$ cat config.mk
export PLATFORM = sky130hd
export DESIGN_NAME = multi_waveform_sample_generator_core
export DESIGN_NICKNAME = d
export VERILOG_FILES = /design/src/hdl/mwsg_pkg.sv /design/src/hdl/multi_waveform_sample_generator_core.sv /design/src/hdl/mwsg_div.sv
export SDC_FILE = /design/constraint.sdc
export NUM_CORES = 2
export LEC_CHECK = 0
export BUFFER_PORTS_ARGS = -buffer_cell sky130_fd_sc_hd__buf_2
export CAP_MARGIN = 25
export CORE_ASPECT_RATIO = 0.6
export CORE_UTILIZATION = 50
export CTS_BUF_LIST = sky130_fd_sc_hd__clkbuf_4 sky130_fd_sc_hd__clkbuf_8
export CTS_CLUSTER_SIZE = 14
export DETAILED_ROUTE_END_ITERATION = 16
export PLACE_DENSITY = 0.68
export SYNTH_ARGS = -nofsm -noshare
export SYNTH_HDL_FRONTEND = slang
export SYNTH_SLANG_ARGS = --single-unit
$ cat constraint.sdc
create_clock -name clk_i -period 19.11 [get_ports clk_i]
set_input_delay 3.822 -clock clk_i [delete_from_list [all_inputs] [get_ports clk_i]]
set_output_delay 3.822 -clock clk_i [all_outputs]
set_load 0.01 [all_outputs]
$ cat src/hdl/mwsg_pkg.sv
`timescale 1ns / 1ps
// ----------------------------------------------------------------------------
// mwsg_pkg - shared definitions for the waveform sample generator
// Wave codes, register indexes, fixed-point constants, arctangent table
// and output saturation.
// ----------------------------------------------------------------------------
package mwsg_pkg;

  localparam int SAMPLE_BITS  = 16;
  localparam int CORDIC_STEPS = 16;
  localparam int SAMPLE_FRAC  = SAMPLE_BITS - 1;
  localparam int CORDIC_FRAC  = 40;
  localparam int ROUND_SHIFT  = CORDIC_FRAC - SAMPLE_FRAC;

  localparam int DIVIDEND_W = 48;
  localparam int DIVISOR_W  = 16;
  localparam int QUOT_W     = DIVIDEND_W - DIVISOR_W;

  localparam int XY_W = 43;
  localparam int Z_W  = 34;

  localparam logic signed [XY_W-1:0] CORDIC_GAIN = 43'sd667681663036;

  // wave codes
  localparam logic [2:0] WAVE_ZERO = 3'd0;
  localparam logic [2:0] WAVE_SIN  = 3'd1;
  localparam logic [2:0] WAVE_COS  = 3'd2;
  localparam logic [2:0] WAVE_RISE = 3'd3;
  localparam logic [2:0] WAVE_FALL = 3'd4;
  localparam logic [2:0] WAVE_TRI  = 3'd5;

  // register indexes
  localparam logic [1:0] REG_WAVE   = 2'd0;
  localparam logic [1:0] REG_PERIOD = 2'd1;
  localparam logic [1:0] REG_LENGTH = 2'd2;

  // arctangent of 2^-k in units of 2^-32 turn
  function automatic logic [31:0] atan_turns(input logic [4:0] k);
    logic [31:0] t;
    case (k)
      5'd0:  t = 32'h20000000;
      5'd1:  t = 32'h12E4051E;
      5'd2:  t = 32'h09FB385B;
      5'd3:  t = 32'h051111D4;
      5'd4:  t = 32'h028B0D43;
      5'd5:  t = 32'h0145D7E1;
      5'd6:  t = 32'h00A2F61E;
      5'd7:  t = 32'h00517C55;
      5'd8:  t = 32'h0028BE53;
      5'd9:  t = 32'h00145F2F;
      5'd10: t = 32'h000A2F98;
      5'd11: t = 32'h000517CC;
      5'd12: t = 32'h00028BE6;
      5'd13: t = 32'h000145F3;
      5'd14: t = 32'h0000A2FA;
      5'd15: t = 32'h0000517D;
      5'd16: t = 32'h000028BE;
      5'd17: t = 32'h0000145F;
      5'd18: t = 32'h00000A30;
      5'd19: t = 32'h00000518;
      5'd20: t = 32'h0000028C;
      5'd21: t = 32'h00000146;
      5'd22: t = 32'h000000A3;
      5'd23: t = 32'h00000051;
      5'd24: t = 32'h00000029;
      5'd25: t = 32'h00000014;
      5'd26: t = 32'h0000000A;
      5'd27: t = 32'h00000005;
      5'd28: t = 32'h00000003;
      5'd29: t = 32'h00000001;
      5'd30: t = 32'h00000001;
      default: t = 32'h00000000;
    endcase
    return t;
  endfunction

  // clamp to the signed sample range
  function automatic logic signed [SAMPLE_BITS-1:0] saturate(input logic signed [63:0] v);
    logic signed [63:0] hi;
    logic signed [63:0] lo;
    logic signed [63:0] r;
    hi = (64'sd1 <<< SAMPLE_FRAC) - 64'sd1;
    lo = -(64'sd1 <<< SAMPLE_FRAC);
    r  = v;
    if (v > hi) r = hi;
    if (v < lo) r = lo;
    return r[SAMPLE_BITS-1:0];
  endfunction

endpackage

$ cat src/hdl/multi_waveform_sample_generator_core.sv
`timescale 1ns / 1ps
// ----------------------------------------------------------------------------
// multi_waveform_sample_generator_core - table sample generator
// Zero, sine, cosine, ramps and triangle in signed Q1.15 per input beat.
// ----------------------------------------------------------------------------
// Sequence: the zero wave goes straight from accept to the final state;
//   ramps/triangle first run the serial divider, and sine/cosine then
//   add a setup state and 16 CORDIC iterations after the divider.
// Throughput: one item at a time; a new beat is taken only back in idle.
//   A finished beat waits in the output register while the next runs.
// Reset: asynchronous, active low; registers go to sine, 256, 256 and the
//   phase and index counters clear.
// ----------------------------------------------------------------------------
module multi_waveform_sample_generator_core (
  input  logic                                  clk_i,
  input  logic                                  rst_ni,
  input  logic                                  psel,
  input  logic                                  penable,
  input  logic                                  pwrite,
  input  logic [3:0]                            paddr,
  input  logic [31:0]                           pwdata,
  output logic [31:0]                           prdata,
  output logic                                  pready,
  input  logic                                  in_valid_i,
  output logic                                  in_ready_o,
  input  logic                                  restart_i,
  output logic                                  out_valid_o,
  input  logic                                  out_ready_i,
  output logic signed [mwsg_pkg::SAMPLE_BITS-1:0] sample_o,
  output logic [15:0]                           sample_index_o,
  output logic                                  last_of_table_o
);

  typedef enum logic [4:0] {
    ST_IDLE  = 5'b00001,
    ST_DIV   = 5'b00010,
    ST_SETUP = 5'b00100,
    ST_CORD  = 5'b01000,
    ST_FIN   = 5'b10000
  } state_e;

  state_e state_q, state_d;

  // configuration registers
  logic [2:0]  wave_q;
  logic [15:0] period_q, length_q;

  always_ff @(posedge clk_i or negedge rst_ni) begin
    if (!rst_ni) begin
      wave_q   <= mwsg_pkg::WAVE_SIN;
      period_q <= 16'd256;
      length_q <= 16'd256;
    end else if (psel && penable && pwrite) begin
      case (paddr[3:2])
        mwsg_pkg::REG_WAVE:   wave_q   <= pwdata[2:0];
        mwsg_pkg::REG_PERIOD: period_q <= pwdata[15:0];
        mwsg_pkg::REG_LENGTH: length_q <= pwdata[15:0];
        default: ;
      endcase
    end
  end

  always_comb begin
    case (paddr[3:2])
      mwsg_pkg::REG_WAVE:   prdata = {29'd0, wave_q};
      mwsg_pkg::REG_PERIOD: prdata = {16'd0, period_q};
      mwsg_pkg::REG_LENGTH: prdata = {16'd0, length_q};
      default:              prdata = 32'd0;
    endcase
  end
  assign pready = 1'b1;

  // phase and index bookkeeping at accept
  logic [15:0] phase_q, index_q;
  logic [15:0] n, pos, idx, p, len_m1;
  logic        last;
  logic [16:0] p_inc;
  logic        accept;

  assign accept = in_valid_i && in_ready_o;
  assign in_ready_o = (state_q == ST_IDLE);

  always_comb begin
    n      = (period_q == 16'd0) ? 16'd1 : period_q;
    pos    = restart_i ? 16'd0 : phase_q;
    idx    = restart_i ? 16'd0 : index_q;
    p      = (pos < n) ? pos : 16'd0;
    len_m1 = length_q - 16'd1;
    last   = (idx == len_m1);
    p_inc  = {1'b0, p} + 17'd1;
  end

  always_ff @(posedge clk_i or negedge rst_ni) begin
    if (!rst_ni) begin
      phase_q <= '0;
      index_q <= '0;
    end else if (accept) begin
      if (last) begin
        phase_q <= '0;
        index_q <= '0;
      end else begin
        index_q <= idx + 16'd1;
        phase_q <= (p_inc >= {1'b0, n}) ? 16'd0 : p_inc[15:0];
      end
    end
  end

  // ratio numerator and divider operand
  logic signed [18:0] twop, nn, rise, arise, num;
  logic [16:0]        mag;
  logic [mwsg_pkg::DIVIDEND_W-1:0] dividend;
  logic               is_trig, is_ratio;

  always_comb begin
    twop  = 19'(signed'({1'b0, p, 1'b0}));
    nn    = 19'(signed'({1'b0, n}));
    rise  = twop - nn;
    arise = rise[18] ? -rise : rise;
    case (wave_q)
      mwsg_pkg::WAVE_RISE: num = rise;
      mwsg_pkg::WAVE_FALL: num = nn - twop;
      mwsg_pkg::WAVE_TRI:  num = nn - (arise <<< 1);
      default:             num = '0;
    endcase
    mag = num[18] ? 17'(-num) : num[16:0];
    is_trig  = (wave_q == mwsg_pkg::WAVE_SIN) || (wave_q == mwsg_pkg::WAVE_COS);
    is_ratio = (wave_q == mwsg_pkg::WAVE_RISE) || (wave_q == mwsg_pkg::WAVE_FALL) ||
               (wave_q == mwsg_pkg::WAVE_TRI);
    if (is_trig)
      dividend = {p, 32'd0} + {33'd0, n[15:1]};
    else
      dividend = ({31'd0, mag} << mwsg_pkg::SAMPLE_FRAC) + {33'd0, n[15:1]};
  end

  logic                         div_done;
  logic [mwsg_pkg::QUOT_W-1:0]  quot;

  mwsg_div u_div (
    .clk_i      (clk_i),
    .rst_ni     (rst_ni),
    .start_i    (accept && (is_trig || is_ratio)),
    .dividend_i (dividend),
    .divisor_i  (n),
    .done_o     (div_done),
    .quot_o     (quot)
  );

  // per-item work registers
  logic [2:0]  wave_w_q;
  logic        neg_q;
  logic [15:0] idx_w_q;
  logic        last_w_q;

  always_ff @(posedge clk_i) begin
    if (accept) begin
      wave_w_q <= wave_q;
      neg_q    <= num[18];
      idx_w_q  <= idx;
      last_w_q <= last;
    end
  end

  // CORDIC rotator, one iteration a cycle
  logic signed [mwsg_pkg::XY_W-1:0] x_q, y_q, dx, dy;
  logic signed [mwsg_pkg::Z_W-1:0]  z_q, z0, atan_s;
  logic [1:0]                       quad_q;
  logic [4:0]                       step_q;
  logic [32:0]                      qsum;

  always_comb begin
    qsum   = {1'b0, quot} + 33'h020000000;
    z0     = signed'({2'b00, quot}) - signed'({1'b0, qsum[32:30], 30'd0});
    dx     = y_q >>> step_q;
    dy     = x_q >>> step_q;
    atan_s = signed'({2'b00, mwsg_pkg::atan_turns(step_q)});
  end

  always_ff @(posedge clk_i) begin
    if (state_q == ST_SETUP) begin
      x_q    <= mwsg_pkg::CORDIC_GAIN;
      y_q    <= '0;
      z_q    <= z0;
      quad_q <= qsum[31:30];
    end else if (state_q == ST_CORD) begin
      if (!z_q[mwsg_pkg::Z_W-1]) begin
        x_q <= x_q - dx;
        y_q <= y_q + dy;
        z_q <= z_q - atan_s;
      end else begin
        x_q <= x_q + dx;
        y_q <= y_q - dy;
        z_q <= z_q + atan_s;
      end
    end
  end

  always_ff @(posedge clk_i or negedge rst_ni) begin
    if (!rst_ni)                    step_q <= '0;
    else if (state_q == ST_SETUP)   step_q <= '0;
    else if (state_q == ST_CORD)    step_q <= step_q + 5'd1;
  end

  // final sample: quadrant fold and rounding, signed ratio, or zero
  logic signed [mwsg_pkg::XY_W-1:0] cval, sval, pick, rnd;
  logic signed [63:0]               wide;
  logic signed [mwsg_pkg::SAMPLE_BITS-1:0] sample_fin;

  always_comb begin
    case (quad_q)
      2'd0:    begin cval = x_q;  sval = y_q;  end
      2'd1:    begin cval = -y_q; sval = x_q;  end
      2'd2:    begin cval = -x_q; sval = -y_q; end
      default: begin cval = y_q;  sval = -x_q; end
    endcase
    pick = (wave_w_q == mwsg_pkg::WAVE_COS) ? cval : sval;
    rnd  = (pick + (43'sd1 <<< (mwsg_pkg::ROUND_SHIFT - 1))) >>> mwsg_pkg::ROUND_SHIFT;
    case (wave_w_q)
      mwsg_pkg::WAVE_SIN, mwsg_pkg::WAVE_COS: wide = 64'(rnd);
      mwsg_pkg::WAVE_RISE, mwsg_pkg::WAVE_FALL, mwsg_pkg::WAVE_TRI:
        wide = neg_q ? -signed'({32'd0, quot}) : signed'({32'd0, quot});
      default: wide = '0;
    endcase
    sample_fin = mwsg_pkg::saturate(wide);
  end

  // sequencer
  always_comb begin
    state_d = state_q;
    case (state_q)
      ST_IDLE:  if (accept) state_d = (is_trig || is_ratio) ? ST_DIV : ST_FIN;
      ST_DIV:   if (div_done) begin
        state_d = ((wave_w_q == mwsg_pkg::WAVE_SIN) || (wave_w_q == mwsg_pkg::WAVE_COS))
                  ? ST_SETUP : ST_FIN;
      end
      ST_SETUP: state_d = ST_CORD;
      ST_CORD:  if (step_q == 5'(mwsg_pkg::CORDIC_STEPS - 1)) state_d = ST_FIN;
      ST_FIN:   if (!out_valid_o || out_ready_i) state_d = ST_IDLE;
      default:  state_d = ST_IDLE;
    endcase
  end

  always_ff @(posedge clk_i or negedge rst_ni) begin
    if (!rst_ni) state_q <= ST_IDLE;
    else         state_q <= state_d;
  end

  // output register
  logic load_out;
  assign load_out = (state_q == ST_FIN) && (!out_valid_o || out_ready_i);

  always_ff @(posedge clk_i or negedge rst_ni) begin
    if (!rst_ni)            out_valid_o <= 1'b0;
    else if (load_out)      out_valid_o <= 1'b1;
    else if (out_ready_i)   out_valid_o <= 1'b0;
  end

  always_ff @(posedge clk_i) begin
    if (load_out) begin
      sample_o        <= sample_fin;
      sample_index_o  <= idx_w_q;
      last_of_table_o <= last_w_q;
    end
  end

endmodule

$ cat src/hdl/mwsg_div.sv
`timescale 1ns / 1ps
// ----------------------------------------------------------------------------
// mwsg_div - bit-serial restoring divider
// One quotient bit per cycle; the dividend shifts out as the quotient
// shifts in. The quotient must fit in QUOT_W bits.
// ----------------------------------------------------------------------------
module mwsg_div (
  input  logic                           clk_i,
  input  logic                           rst_ni,
  input  logic                           start_i,
  input  logic [mwsg_pkg::DIVIDEND_W-1:0] dividend_i,
  input  logic [mwsg_pkg::DIVISOR_W-1:0]  divisor_i,
  output logic                           done_o,
  output logic [mwsg_pkg::QUOT_W-1:0]     quot_o
);

  logic [mwsg_pkg::DIVISOR_W-1:0] rem_q, rem_d, div_q;
  logic [mwsg_pkg::QUOT_W-1:0]    sh_q, sh_d;
  logic [4:0]                     cnt_q, cnt_d;
  logic                           busy_q, busy_d, done_q, done_d;
  logic [mwsg_pkg::DIVISOR_W:0]   trial;
  logic [mwsg_pkg::DIVISOR_W:0]   diff;
  logic                           qbit;

  // one trial subtraction a cycle
  always_comb begin
    trial = {rem_q, sh_q[mwsg_pkg::QUOT_W-1]};
    diff  = trial - {1'b0, div_q};
    qbit  = (trial >= {1'b0, div_q});
    rem_d = rem_q;
    sh_d  = sh_q;
    cnt_d = cnt_q;
    busy_d = busy_q;
    done_d = 1'b0;
    if (start_i) begin
      rem_d  = dividend_i[mwsg_pkg::DIVIDEND_W-1:mwsg_pkg::QUOT_W];
      sh_d   = dividend_i[mwsg_pkg::QUOT_W-1:0];
      cnt_d  = '0;
      busy_d = 1'b1;
    end else if (busy_q) begin
      rem_d = qbit ? diff[mwsg_pkg::DIVISOR_W-1:0] : trial[mwsg_pkg::DIVISOR_W-1:0];
      sh_d  = {sh_q[mwsg_pkg::QUOT_W-2:0], qbit};
      cnt_d = cnt_q + 5'd1;
      if (cnt_q == 5'(mwsg_pkg::QUOT_W - 1)) begin
        busy_d = 1'b0;
        done_d = 1'b1;
      end
    end
  end

  always_ff @(posedge clk_i or negedge rst_ni) begin
    if (!rst_ni) begin
      busy_q <= 1'b0;
      done_q <= 1'b0;
      cnt_q  <= '0;
    end else begin
      busy_q <= busy_d;
      done_q <= done_d;
      cnt_q  <= cnt_d;
    end
  end

  always_ff @(posedge clk_i) begin
    rem_q <= rem_d;
    sh_q  <= sh_d;
    if (start_i) div_q <= divisor_i;
  end

  assign done_o = done_q;
  assign quot_o = sh_q;

endmodule
==> results.py <==
metrics = {
    "outcome": {
        "status": "completed",
    },
    "synthesis": {
        "synth_cell_types": 108,
        "netlist_instances": 4184,
        "synthFlopType": "edfxtp_1",
        "synth_top_area_share_pct": 13.10,
        "synth-seq-cells": 325,
        "ys_warn_count": 0,
        "synth_area_per_cell_sq_um": 8.435,
        "synthTopCellsByCount": "401 x nand2_1, 327 x o21ai_0, 299 x nor2_1",
        "synth-edff-count": 154,
        "netlist_area_sq_mm": 0.03529,
        "synth_top_cell_by_area": "edfxtp_1",
        "ys_seq_area_share_pct": 24.02,
        "async_flop_share_pct": 26.15,
        "yosysMostFrequentCell": "nand2_1",
        "synth.area.top_cells": "edfxtp_1 13%, ha_1 8.2%, mux4_2 8.0%, dfrtp_1 5.7%, xnor2_1 5.2%",
    },
    "sta": {
        "finalSetupViolCount": 0,
        "relSlewSlack_pct": 29.53,
        "fin_crit_ps": 12140,
        "fmax_mhz": 82.35,
        "tightest_slew_ps": 1055,
        "fin_worst_skew_ps": 81.43,
        "rsz0062_at_grt": "no",
        "tns_ps": 0,
        "slew_viol_final": 0,
        "finalCritPeriodShare_pct": 63.54,
        "finalHoldViolCount": 0,
    },
    "worst_setup_path": {
        "arrival_ps": 12590,
        "r2r_slack_ps": 9880,
        "crit_path_end_kind": "flip-flop",
        "r2r.worst_path.cells": 34,
        "crit_path_top_delay_cell": "buf_2",
        "worstPathMaxFanout": 39,
        "critPathMaxStageDelay_ps": 650,
        "crit_type": "input pin to flip-flop",
        "required_ps": 19560,
        "cp-start-kind": "input pin",
        "cp_common_cell": "a21o_1",
    },
    "cts": {
        "clk_latency_ps": 760,
        "cts_root_buffer": "clkbuf_8",
        "path_clk_slew_ps": 60,
        "cts_buffers": 56,
        "post-cts-setup-buffer-count": 0,
        "clockBufferDepth": 3,
        "cts_num_sinks": 325,
        "htree_levels": 2,
        "cts_tree": "built",
        "holdBufCountCts": 0,
        "cts_resized": 0,
    },
    "floorplanning": {
        "chipHeight_um": 207.8,
        "die_x_um": 345.0,
        "die_area_sq_mm": 0.07169,
        "io_pins": 112,
        "fp.coreArea_sq_mm": 0.06982,
        "initial_utilization_pct": 50.55,
        "rows": 75,
    },
    "detailed_routing": {
        "antenna_left": 0,
        "via_per_inst": 6.603,
        "dr.pass1.iters": 6,
        "wl_mm": 119.8,
        "drc": 0,
        "post_drt_wl_per_cell_um": 23.55,
        "vias": 33587,
        "drt_iter0_drc": 4693,
    },
    "power_and_ir_drop": {
        "power_frac_seq_pct": 21.8,
        "clkPwrFrac_pct": 12.1,
        "ir_drop_mv": 0.06556,
        "power_density_mw_per_mm2": 163.1,
        "power.leakage_uw": 0.01541,
        "pwr-share-comb_pct": 66.1,
        "switching_share_pct": 50.44,
        "power.switching_uw": 3087,
        "p_int_uw": 3033,
    },
    "global_routing": {
        "grt_max_degree": 105,
        "antenna_found_initial": 1,
        "grt_pass1_wl_mm": 182.8,
        "grt_usage_pct": 32.83,
        "grt_remaining_overflow": 0,
        "grt_pass1_vias": 29627,
    },
    "worst_hold_path": {
        "whs_path_depth": 0,
        "hp-class": "flip-flop to flip-flop",
    },
    "placed_design": {
        "io_buffers": 76,
        "dpl_cell_area_sq_mm": 0.03620,
        "dpl.hpwl_mm": 90.93,
        "gp_congestion": 1.012,
    },
    "finish": {
        "utilization_pct": 53.74,
        "fin_nets": 4398,
        "drive_gt1_share_pct": 11.79,
        "syn2layout_area_growth_pct": 6.310,
        "design_area_sq_mm": 0.03752,
        "antenna_cells": 0,
    },
    "job": {
        "maxCapViolCount": 0,
    },
}
worst max-delay path: cells and delay by family:
kind                       cells  cell delay [ps]
AOI/OAI and AO/OA             16             4180
xor gates and xnor gates       3              440
adders and majority gates      3             1010
buffers and inverters          5             1350
and+or+nand+nor                8             1740
through the flow:
| step | hold slack [ps] | instances | power [uW] | worst slack (ps) |
|---|---|---|---|---|
| after floorplan | 400.3 | 4199 | 4201 | 7108 |
| after global placement | 400.6 | 4978 | 5154 | 6575 |
| after detailed placement | 404.5 | 4979 | 5203 | 6475 |
| after CTS | 419.2 | 5084 | 5970 | 7184 |
| after global routing | 425.6 | 5087 | 6525 | 6458 |
| final | 418.0 | 5087 | 6120 | 6967 |
kinds of logic after synthesis:
group	Yosys count	share of synthesized area, %
adders and majority gates	238	8.587
other	2	0.02128
DFF	325	24.02
xor gates and xnor gates	366	9.083
buffers and inverters	436	5.070
and+or+nand+nor	1299	18.21
muxes	258	11.91
AOI/OAI and AO/OA	1260	23.10
final timing paths:
kind                              from           endpoint
setup / recovery             restart_i   u_div.quot_o[30]
hold / removal              idx_w_q[4]  sample_index_o[4]
setup reg to reg           period_q[9]   u_div.quot_o[30]
hold reg to reg             idx_w_q[4]  sample_index_o[4]
max in group asynchronous       rst_ni          step_q[0]
min in group asynchronous       rst_ni         phase_q[8]
power by group through the flow:
| stage | registers, uW | clock network [uW] | logic [uW] |
|---|---|---|---|
| finish | 1330 | 742 | 4040 |
| global route | 1350 | 779 | 4400 |
| CTS | 1320 | 749 | 3910 |
| detailed placement | 1330 | 0 | 3870 |
| global placement | 1320 | 0 | 3830 |
| floorplan | 1150 | 0 | 3060 |
state kept, by name (all words and copies together) (netlist names), 5 cells and up:
| signal | cells |
|---|---|
| idx_w_q | 16 |
| index_q | 16 |
| length_q | 16 |
| period_q | 16 |
| phase_q | 16 |
| sample_index_o | 16 |
| sample_o | 16 |
| state_q | 5 |
| step_q | 5 |
| u_div.cnt_q | 5 |
| u_div.div_q | 16 |
| u_div.quot_o | 32 |
| u_div.rem_q | 16 |
| x_q | 43 |
| y_q | 43 |
| z_q | 34 |
final cells by class:
type | count | area (sq um)
Sequential cell | 325 | 8489
Tap cell | 924 | 1156
Multi-Input combinational cell | 3438 | 25110
Clock buffer | 79 | 993.5
Clock inverter | 26 | 261.5
Fill cell | 6508 | 32300
Timing Repair Buffer | 142 | 930.9
Inverter | 153 | 578.1
layout by cell type, fill, tap and decap left out, drive strengths merged, types with 39 or more instances in the layout:
cell | Yosys | final
o22ai | 42 | 42
nand3 | 72 | 72
nor3 | 77 | 77
o21ai | 332 | 332
mux2 | 46 | 46
nand2 | 401 | 401
a31oi | 67 | 67
nor2b | 77 | 77
xnor2 | 211 | 211
dfxtp | 86 | 86
and3 | 51 | 51
mux2i | 87 | 87
clkbuf | 192 | 79
a211oi | 40 | 40
xor2 | 155 | 155
a22o | 41 | 41
edfxtp | 154 | 154
nand2b | 59 | 59
o21a | 47 | 47
and2 | 48 | 48
ha | 231 | 231
dfrtp | 81 | 81
a21oi | 293 | 293
nor2 | 300 | 300
a21o | 75 | 75
nor4 | 39 | 39
inv | 150 | 151
buf | 91 | 142
mux4 | 125 | 125
per-layer routing:
layer	vias up	part of all wire [%]	global-route usage [%]
met2	2071	34	37.30
met5	-	0	0
met1	15949	47	54.34
met4	0	1.5	5.469
met3	151	17	14.15
li1	15416	-	-
No activity file was read; power rests on OpenSTA's default activity.
